## config.mk

```make
export PLATFORM = sky130hd
export DESIGN_NAME = websocket_frame_deframer
export DESIGN_NICKNAME = d
export VERILOG_FILES = /design/src/hw/rtl/wsd_pkg.sv /design/src/hw/rtl/websocket_frame_deframer.sv /design/src/hw/rtl/wsd_cfg_regs.sv /design/src/hw/rtl/wsd_parser.sv /design/src/hw/rtl/wsd_out_stage.sv
export VERILOG_INCLUDE_DIRS = /design/src /design/src/hw/rtl
export SDC_FILE = /design/constraint.sdc
export NUM_CORES = 1
export LEC_CHECK = 0
export BUFFER_PORTS_ARGS = -buffer_cell sky130_fd_sc_hd__buf_2
export CORE_MARGIN = 5
export CORE_UTILIZATION = 31
export CTS_CLUSTER_DIAMETER = 50
export DETAILED_ROUTE_END_ITERATION = 8
export PLACE_DENSITY = 0.51
export SLEW_MARGIN = 0
export SYNTH_ARGS = -nofsm -noshare
export SYNTH_HDL_FRONTEND = slang
export SYNTH_HIERARCHICAL = 1
export SYNTH_SLANG_ARGS = --single-unit
```

## constraint.sdc

```tcl
create_clock -name aclk -period 3.75 [get_ports aclk]
set_input_delay 0.75 -clock aclk [delete_from_list [all_inputs] [get_ports aclk]]
set_output_delay 0.75 -clock aclk [all_outputs]
set_load 0.02 [all_outputs]
```

## src/hw/rtl/websocket_frame_deframer_assert.svh

```systemverilog
// Assertion macros used by the deframer parser RTL.
// Each macro takes a label, clock, active-low reset, antecedent and consequent.
`ifndef WEBSOCKET_FRAME_DEFRAMER_ASSERT_SVH
`define WEBSOCKET_FRAME_DEFRAMER_ASSERT_SVH

`ifndef SYNTH

// Same-cycle implication.
`define WSD_ASSERT_NOW(lbl, clk, rstn, ante, cons) \
    lbl: assert property (@(posedge clk) disable iff (!(rstn)) (ante) |-> (cons)) \
        else $error("deframer assertion failed");

// Next-cycle implication.
`define WSD_ASSERT_NEXT(lbl, clk, rstn, ante, cons) \
    lbl: assert property (@(posedge clk) disable iff (!(rstn)) (ante) |=> (cons)) \
        else $error("deframer assertion failed");

`else

`define WSD_ASSERT_NOW(lbl, clk, rstn, ante, cons)
`define WSD_ASSERT_NEXT(lbl, clk, rstn, ante, cons)

`endif

`endif

```

## src/hw/rtl/wsd_pkg.sv

```systemverilog
package wsd_pkg;

    // Frame length carried once the header is accepted (limit resets to 2^16)
    localparam int LenW = 17;

    // Opcodes of interest
    localparam logic [3:0] OP_TEXT  = 4'h1;
    localparam logic [3:0] OP_CLOSE = 4'h8;
    localparam logic [3:0] OP_PING  = 4'h9;

    // 7-bit length codes for extended lengths
    localparam logic [6:0] LEN7_EXT16 = 7'd126;

    // Configuration register indexes
    localparam logic REG_MAX_LEN = 1'b0;

    localparam logic [LenW-1:0] MAX_LEN_RESET = 17'd65536;

    typedef enum logic [2:0] {
        PH_HDR0    = 3'd0,
        PH_HDR1    = 3'd1,
        PH_EXT     = 3'd2,
        PH_KEY     = 3'd3,
        PH_PAYLOAD = 3'd4,
        PH_DEAD    = 3'd5
    } phase_t;

    typedef enum logic [2:0] {
        EV_TEXT    = 3'd0,
        EV_EMPTY   = 3'd1,
        EV_PONG    = 3'd2,
        EV_CLOSE   = 3'd3,
        EV_TOOLONG = 3'd4
    } ev_kind_t;

    // One parse result, from parser to output stage
    typedef struct packed {
        logic       valid;
        ev_kind_t   kind;
        logic [7:0] data;
        logic       last;
    } wsd_result_t;

endpackage

```

## src/hw/rtl/websocket_frame_deframer.sv

```systemverilog
// Channel   Dir  Handshake          Payload
// s_        in   s_valid/s_ready    s_rx_byte[7:0]
// m_        out  m_valid/m_ready    m_event_kind[2:0], m_payload_byte[7:0], m_last_of_message
// apb       in   psel/penable       paddr[2:0], pwdata/prdata[31:0], reg 0 = max payload length
//
// One byte per cycle while s_ready is high: a byte is parsed in the cycle it is accepted and its
// result (if any) sits in the output register on the next cycle.
// s_ready drops only while a result is held and m_ready is low.
// aresetn is synchronous; reset restarts at the first header byte, no clearing pass.
// After a close frame or an oversized length, bytes are taken and dropped until reset.
module websocket_frame_deframer (
    input  logic        aclk,
    input  logic        aresetn,
    input  logic        s_valid,
    output logic        s_ready,
    input  logic [7:0]  s_rx_byte,
    output logic        m_valid,
    input  logic        m_ready,
    output logic [2:0]  m_event_kind,
    output logic [7:0]  m_payload_byte,
    output logic        m_last_of_message,
    input  logic        psel,
    input  logic        penable,
    input  logic        pwrite,
    input  logic [2:0]  paddr,
    input  logic [31:0] pwdata,
    output logic [31:0] prdata,
    output logic        pready
);
    import wsd_pkg::*;

    logic [LenW-1:0] max_len;
    logic            step;
    wsd_result_t     res;

    wsd_cfg_regs u_cfg (
        .aclk    (aclk),
        .aresetn (aresetn),
        .psel    (psel),
        .penable (penable),
        .pwrite  (pwrite),
        .paddr   (paddr),
        .pwdata  (pwdata),
        .prdata  (prdata),
        .pready  (pready),
        .max_len (max_len)
    );

    wsd_parser u_parser (
        .aclk    (aclk),
        .aresetn (aresetn),
        .step    (step),
        .rx_byte (s_rx_byte),
        .max_len (max_len),
        .res     (res)
    );

    wsd_out_stage u_out (
        .aclk              (aclk),
        .aresetn           (aresetn),
        .s_valid           (s_valid),
        .s_ready           (s_ready),
        .step              (step),
        .res               (res),
        .m_valid           (m_valid),
        .m_ready           (m_ready),
        .m_event_kind      (m_event_kind),
        .m_payload_byte    (m_payload_byte),
        .m_last_of_message (m_last_of_message)
    );

endmodule

```

## src/hw/rtl/wsd_cfg_regs.sv

```systemverilog
module wsd_cfg_regs (
    input  logic                      aclk,
    input  logic                      aresetn,
    input  logic                      psel,
    input  logic                      penable,
    input  logic                      pwrite,
    input  logic [2:0]                paddr,
    input  logic [31:0]               pwdata,
    output logic [31:0]               prdata,
    output logic                      pready,
    output logic [wsd_pkg::LenW-1:0]  max_len
);
    import wsd_pkg::*;

    logic [LenW-1:0] max_len_reg;
    logic            wr_en;

    assign pready  = 1'b1;
    assign wr_en   = psel && penable && pwrite;
    assign max_len = max_len_reg;

    // Limit register, writes with paddr[2] set are dropped
    always_ff @(posedge aclk) begin
        if (!aresetn) begin
            max_len_reg <= MAX_LEN_RESET;
        end else if (wr_en && paddr[2] == REG_MAX_LEN) begin
            max_len_reg <= pwdata[LenW-1:0];
        end
    end

    // Read mux
    always_comb begin
        prdata = '0;
        if (paddr[2] == REG_MAX_LEN) begin
            prdata = {{(32 - LenW){1'b0}}, max_len_reg};
        end
    end

endmodule

```

## src/hw/rtl/wsd_parser.sv

```systemverilog
`include "websocket_frame_deframer_assert.svh"

module wsd_parser (
    input  logic                      aclk,
    input  logic                      aresetn,
    input  logic                      step,
    input  logic [7:0]                rx_byte,
    input  logic [wsd_pkg::LenW-1:0]  max_len,
    output wsd_pkg::wsd_result_t      res
);
    import wsd_pkg::*;

    phase_t          phase_reg, phase_next;
    logic [3:0]      opcode_reg, opcode_next;
    logic            mask_reg, mask_next;
    logic [3:0]      ext_left_reg, ext_left_next;
    logic [LenW-1:0] remain_reg, remain_next;
    logic            ovf_reg, ovf_next;
    logic [31:0]     key_reg, key_next;
    logic [2:0]      key_left_reg, key_left_next;
    logic [1:0]      key_idx_reg, key_idx_next;

    logic            len_done;
    logic            begin_pl;
    logic            pong;
    logic            ovf_now;
    logic [6:0]      len7;
    logic [7:0]      kb;

    assign len7 = rx_byte[6:0];

    // State registers
    always_ff @(posedge aclk) begin
        if (!aresetn) begin
            phase_reg    <= PH_HDR0;
            opcode_reg   <= '0;
            mask_reg     <= 1'b0;
            ext_left_reg <= '0;
            remain_reg   <= '0;
            ovf_reg      <= 1'b0;
            key_reg      <= '0;
            key_left_reg <= '0;
            key_idx_reg  <= '0;
        end else if (step) begin
            phase_reg    <= phase_next;
            opcode_reg   <= opcode_next;
            mask_reg     <= mask_next;
            ext_left_reg <= ext_left_next;
            remain_reg   <= remain_next;
            ovf_reg      <= ovf_next;
            key_reg      <= key_next;
            key_left_reg <= key_left_next;
            key_idx_reg  <= key_idx_next;
        end
    end

    // Key byte for the current payload position, first key byte is the MSB
    always_comb begin
        case (key_idx_reg)
            2'd0:    kb = key_reg[31:24];
            2'd1:    kb = key_reg[23:16];
            2'd2:    kb = key_reg[15:8];
            default: kb = key_reg[7:0];
        endcase
        if (!mask_reg) begin
            kb = 8'h00;
        end
    end

    // Next state and result for the byte at the input
    always_comb begin
        phase_next    = phase_reg;
        opcode_next   = opcode_reg;
        mask_next     = mask_reg;
        ext_left_next = ext_left_reg;
        remain_next   = remain_reg;
        ovf_next      = ovf_reg;
        key_next      = key_reg;
        key_left_next = key_left_reg;
        key_idx_next  = key_idx_reg;
        len_done      = 1'b0;
        begin_pl      = 1'b0;
        pong          = 1'b0;
        ovf_now       = 1'b0;
        res           = '{valid: 1'b0, kind: EV_TEXT, data: 8'h00, last: 1'b0};

        case (phase_reg)
            PH_HDR0: begin
                opcode_next = rx_byte[3:0];
                phase_next  = PH_HDR1;
            end
            PH_HDR1: begin
                mask_next = rx_byte[7];
                if (opcode_reg == OP_CLOSE) begin
                    phase_next = PH_DEAD;
                    res.valid  = 1'b1;
                    res.kind   = EV_CLOSE;
                end else begin
                    if (len7 < LEN7_EXT16) begin
                        remain_next = {{(LenW - 7){1'b0}}, len7};
                        len_done    = 1'b1;
                    end else begin
                        ext_left_next = (len7 == LEN7_EXT16) ? 4'd2 : 4'd8;
                        remain_next   = '0;
                        ovf_next      = 1'b0;
                        phase_next    = PH_EXT;
                    end
                    pong = (opcode_reg == OP_PING);
                end
            end
            PH_EXT: begin
                // Bits shifted past the limit width only matter as nonzero
                ovf_now       = ovf_reg || (remain_reg[LenW-1:LenW-8] != 8'h00);
                ovf_next      = ovf_now;
                remain_next   = {remain_reg[LenW-9:0], rx_byte};
                ext_left_next = 4'(ext_left_reg - 4'd1);
                if (ext_left_next == 4'd0) begin
                    if (ovf_now || remain_next > max_len) begin
                        phase_next = PH_DEAD;
                        res.valid  = 1'b1;
                        res.kind   = EV_TOOLONG;
                    end else begin
                        len_done = 1'b1;
                    end
                end
            end
            PH_KEY: begin
                key_next      = {key_reg[23:0], rx_byte};
                key_left_next = 3'(key_left_reg - 3'd1);
                begin_pl      = (key_left_next == 3'd0);
            end
            PH_PAYLOAD: begin
                key_idx_next = 2'(key_idx_reg + 2'd1);
                remain_next  = LenW'(remain_reg - 1'b1);
                if (remain_next == '0) begin
                    phase_next = PH_HDR0;
                end
                if (opcode_reg == OP_TEXT) begin
                    res.valid = 1'b1;
                    res.kind  = EV_TEXT;
                    res.data  = rx_byte ^ kb;
                    res.last  = (remain_next == '0);
                end
            end
            default: begin
                phase_next = PH_DEAD;
            end
        endcase

        // Length known: fetch the key if present
        if (len_done) begin
            if (mask_next) begin
                key_left_next = 3'd4;
                key_next      = '0;
                phase_next    = PH_KEY;
            end else begin
                begin_pl = 1'b1;
            end
        end

        // Header complete: start payload or close out an empty frame
        if (begin_pl) begin
            key_idx_next = '0;
            if (remain_next == '0) begin
                phase_next = PH_HDR0;
                if (opcode_reg == OP_TEXT) begin
                    res.valid = 1'b1;
                    res.kind  = EV_EMPTY;
                end
            end else begin
                phase_next = PH_PAYLOAD;
            end
        end

        // Ping wins the result slot on its length byte
        if (pong) begin
            res = '{valid: 1'b1, kind: EV_PONG, data: 8'h00, last: 1'b0};
        end
    end

    `WSD_ASSERT_NEXT(a_dead_sticks, aclk, aresetn, phase_reg == PH_DEAD, phase_reg == PH_DEAD)
    `WSD_ASSERT_NOW(a_payload_nonempty, aclk, aresetn, phase_reg == PH_PAYLOAD, remain_reg != '0)
    `WSD_ASSERT_NEXT(a_toolong_ends, aclk, aresetn, step && res.valid && res.kind == EV_TOOLONG, phase_reg == PH_DEAD)
    `WSD_ASSERT_NEXT(a_last_to_hdr, aclk, aresetn, step && res.valid && res.last, phase_reg == PH_HDR0)

endmodule

```

## src/hw/rtl/wsd_out_stage.sv

```systemverilog
module wsd_out_stage (
    input  logic                  aclk,
    input  logic                  aresetn,
    input  logic                  s_valid,
    output logic                  s_ready,
    output logic                  step,
    input  wsd_pkg::wsd_result_t  res,
    output logic                  m_valid,
    input  logic                  m_ready,
    output logic [2:0]            m_event_kind,
    output logic [7:0]            m_payload_byte,
    output logic                  m_last_of_message
);
    import wsd_pkg::*;

    logic       valid_reg;
    ev_kind_t   kind_reg;
    logic [7:0] data_reg;
    logic       last_reg;

    // Take a byte whenever the result slot is free or drains this cycle
    assign s_ready = !valid_reg || m_ready;
    assign step    = s_valid && s_ready;

    assign m_valid           = valid_reg;
    assign m_event_kind      = kind_reg;
    assign m_payload_byte    = data_reg;
    assign m_last_of_message = last_reg;

    // Result valid flag
    always_ff @(posedge aclk) begin
        if (!aresetn) begin
            valid_reg <= 1'b0;
        end else if (step) begin
            valid_reg <= res.valid;
        end else if (m_ready) begin
            valid_reg <= 1'b0;
        end
    end

    // Result payload
    always_ff @(posedge aclk) begin
        if (step && res.valid) begin
            kind_reg <= res.kind;
            data_reg <= res.data;
            last_reg <= res.last;
        end
    end

endmodule
```

==> results.py <==
metrics = {
    "placement": {
        "postPlaceCellArea_sq_um": 6750,
        "routabilityCongestion": 0.867,
        "io_buffers": 63,
        "hpwl_microns": 12500,
    },
    "yosys": {
        "synthAdderAreaFrac": 0.0564,
        "synthSimpleGateAreaFrac": 0.217,
        "avgSynthCellArea_sq_um": 8.53,
        "yosysWarnings": 6,
        "yosysTopAreaCell": "dfxtp_1",
        "synth_mux_area_frac": 0.0491,
        "ys_async_sr_fraction": 0,
        "netlist.area_leader.share": 0.284,
        "synth_top_family_by_area": "compound AO/OA/AOI/OAI gates",
        "ys.flop_type": "dfxtp_1",
        "synth-xor-area-share": 0.0249,
        "synth_edf_count": 12,
        "synth_cell_type_count": 79,
        "syn_area_sq_um": 5990,
        "synth.area.top_cells": "dfxtp_1, edfxtp_1, ha_1, a22o_1, nand2_1",
        "synth_compound_area_frac": 0.227,
        "ys_ff_latch": 97,
        "synth-seq-area-share": 0.344,
        "postSynthCellCount": 702,
    },
    "worst_setup_path": {
        "slowest_stage": "or4_1",
        "arrival_ps": 3680,
        "start_kind": "flip-flop",
        "cp.required_ps": 3820,
        "critical-path-max-stage-delay_ps": 630,
        "crit_path_end_kind": "flip-flop",
        "cp_max_fo": 12,
        "crit_chain": "or4_4 -> or3_4 -> o311ai_2 -> nand3_1 -> or4_1 -> nor4_4 -> nand3_1 -> nand2_1 -> nand2_1 -> nor2b_4 -> buf_12",
        "crit_type": "flip-flop to flip-flop",
    },
    "floorplan": {
        "coreArea_sq_um": 18900,
        "die_area_sq_um": 22200,
        "fp.dieH_microns": 149,
        "start_util": 0.317,
        "die_x_microns": 149,
        "row_count": 50,
        "ioPinCount": 97,
    },
    "drt": {
        "drt_iter0_drc": 423,
        "first_pass_iters": 5,
        "ant_nets": 0,
        "vias_per_cell": 5.22,
        "routed_wl_microns": 17300,
        "wl_per_cell_microns": 16.6,
        "drc": 0,
        "num_vias": 5419,
    },
    "grt": {
        "grt_max_degree": 55,
        "first_global_vias": 5203,
        "antenna_found_initial": 0,
        "grt_pass1_wl_microns": 27600,
        "grt_usage": 0.155,
        "gr-total-overflow": 0,
    },
    "finish": {
        "nFillCells": 1991,
        "largest_reg_flops": 32,
        "syn_to_final_growth_pct": 17.9,
        "final_layout_size_suffix_gt1_frac": 0.212,
        "layout_common_cells": "dfxtp_1, nand2_1, buf_2",
        "layout_commonest_cell": "dfxtp_1",
        "fin_area_sq_um": 7060,
        "n_antenna_cell": 0,
        "nets": 851,
    },
    "clock_tree": {
        "clock_latency_ps": 360,
        "root_buffer": "clkbuf_16",
        "cts.sinks": 97,
        "cts_max_level": 3,
        "clk_pin_slew_ps": 80,
        "cts_made_buffers": 9,
        "clockBufferDepth": 2,
        "cts_tree": "built",
    },
    "timing": {
        "relSlewSlack": 0.313,
        "timing.hold.ws_ps": 466,
        "setup_viol": 0,
        "fmax_mhz": 277,
        "finClkSkew_ps": 9.74,
        "tightest_slew_ps": 1030,
        "final.setup.tns_ps": 0,
        "slew_violations": 0,
        "fin_crit_sh": 0.963,
        "finalHoldViolations": 0,
        "period_minus_slack_ps": 3610,
        "rsz0062_at_grt": "no",
    },
    "power_and_ir_drop": {
        "power.total_mw": 2.67,
        "peakVddDrop_v": 0.000182,
        "p_leak_nw": 2.82,
        "power_density_nw_per_um2": 378,
    },
    "flow_run": {
        "cap_violations": 0,
    },
    "run_status": {
        "status": "finished clean",
    },
    "hold_path": {
        "hp-class": "flip-flop to flip-flop",
    },
}
[worst max-delay path, delay by kind of cell, from the launching register on]
kind / cells / cell delay [ps]
DFF: 1 / 330
and+or+nand+nor: 9 / 2580
AOI/OAI and AO/OA: 1 / 260
buffers and inverters: 1 / 140
[Yosys cell counts, types with 13 or more instances]
cell type,n
mux2i_1,26
a21oi_1,32
nor2b_1,19
buf_4,17
clkbuf_1,42
dfxtp_1,85
a22o_1,37
nand3_1,13
ha_1,27
o21ai_0,41
inv_1,32
nor2_1,31
nand2_1,82
[area by class of cell]
type / count / area [sq um] / area share
Sequential cell: 97 / 2060 / 0.292
Clock buffer: 9 / 225 / 0.0319
Multi-Input combinational cell: 518 / 3530 / 0.499
Clock inverter: 7 / 68.8 / 0.00974
Timing Repair Buffer: 115 / 731 / 0.103
Inverter: 33 / 124 / 0.0175
Tap cell: 260 / 325 / 0.0461
[final timing paths]
path | start | to | cells past startpoint | slack, ps
setup / recovery | u_parser/remain_reg[9]$_SDFFE_PN0P_ | u_out/m_payload_byte[2]$_DFFE_PP_ | 11 | 140
hold / removal | u_cfg/max_len[8]$_SDFFE_PN0P_ | u_cfg/max_len[8]$_SDFFE_PN0P_ | 2 | 470
setup reg to reg | u_parser/remain_reg[9]$_SDFFE_PN0P_ | u_out/m_payload_byte[2]$_DFFE_PP_ | 11 | 140
hold reg to reg | u_cfg/max_len[8]$_SDFFE_PN0P_ | u_cfg/max_len[8]$_SDFFE_PN0P_ | 2 | 470
[stage by stage]
step / cells / worst slack (ps) / utilization
6_report: 1039 / 141 / 0.374
5_1_grt: 1039 / 5.58 / 0.374
4_1_cts: 1039 / 134 / 0.373
3_5_place_dp: 1023 / 165 / 0.357
3_3_place_gp: 1023 / 173 / 0.357
2_1_floorplan: 716 / 393 / -
[where the power goes]
part | leakage, nW | total (mW) | switching [mW] | internal [mW]
logic | 1.88 | 0.602 | 0.349 | 0.252
registers | 0.800 | 1.11 | 0.0381 | 1.08
clock network | 0.140 | 0.952 | 0.480 | 0.472
[per-layer routing]
| layer | track usage | up-vias | routed length (microns) |
|---|---|---|---|
| li1 | - | 2678 | - |
| met1 | 0.222 | 2582 | 8550 |
| met2 | 0.239 | 143 | 7690 |
| met3 | 0.0307 | 16 | 800 |
| met4 | 0.0416 | 0 | 225 |
| met5 | 0 | - | 0 |
[kinds of logic (layout without fill, tap and decap cells)]
logic type,Yosys count,count (layout)
mux,29,29
flops,97,97
fa+ha+maj,27,27
xor+xnor,17,17
buf+inv,101,164
other cells,2,16
simple gates,239,239
compound gates,190,190
[timing repair]
action | 4_1_cts | 5_1_grt
hold buffers | 0 | 0
gates resized for setup | 0 | 3
setup buffers | 0 | 0
setup endpoints to repair | 0 | 12
Note: power is estimated with default switching activity, not from simulation.
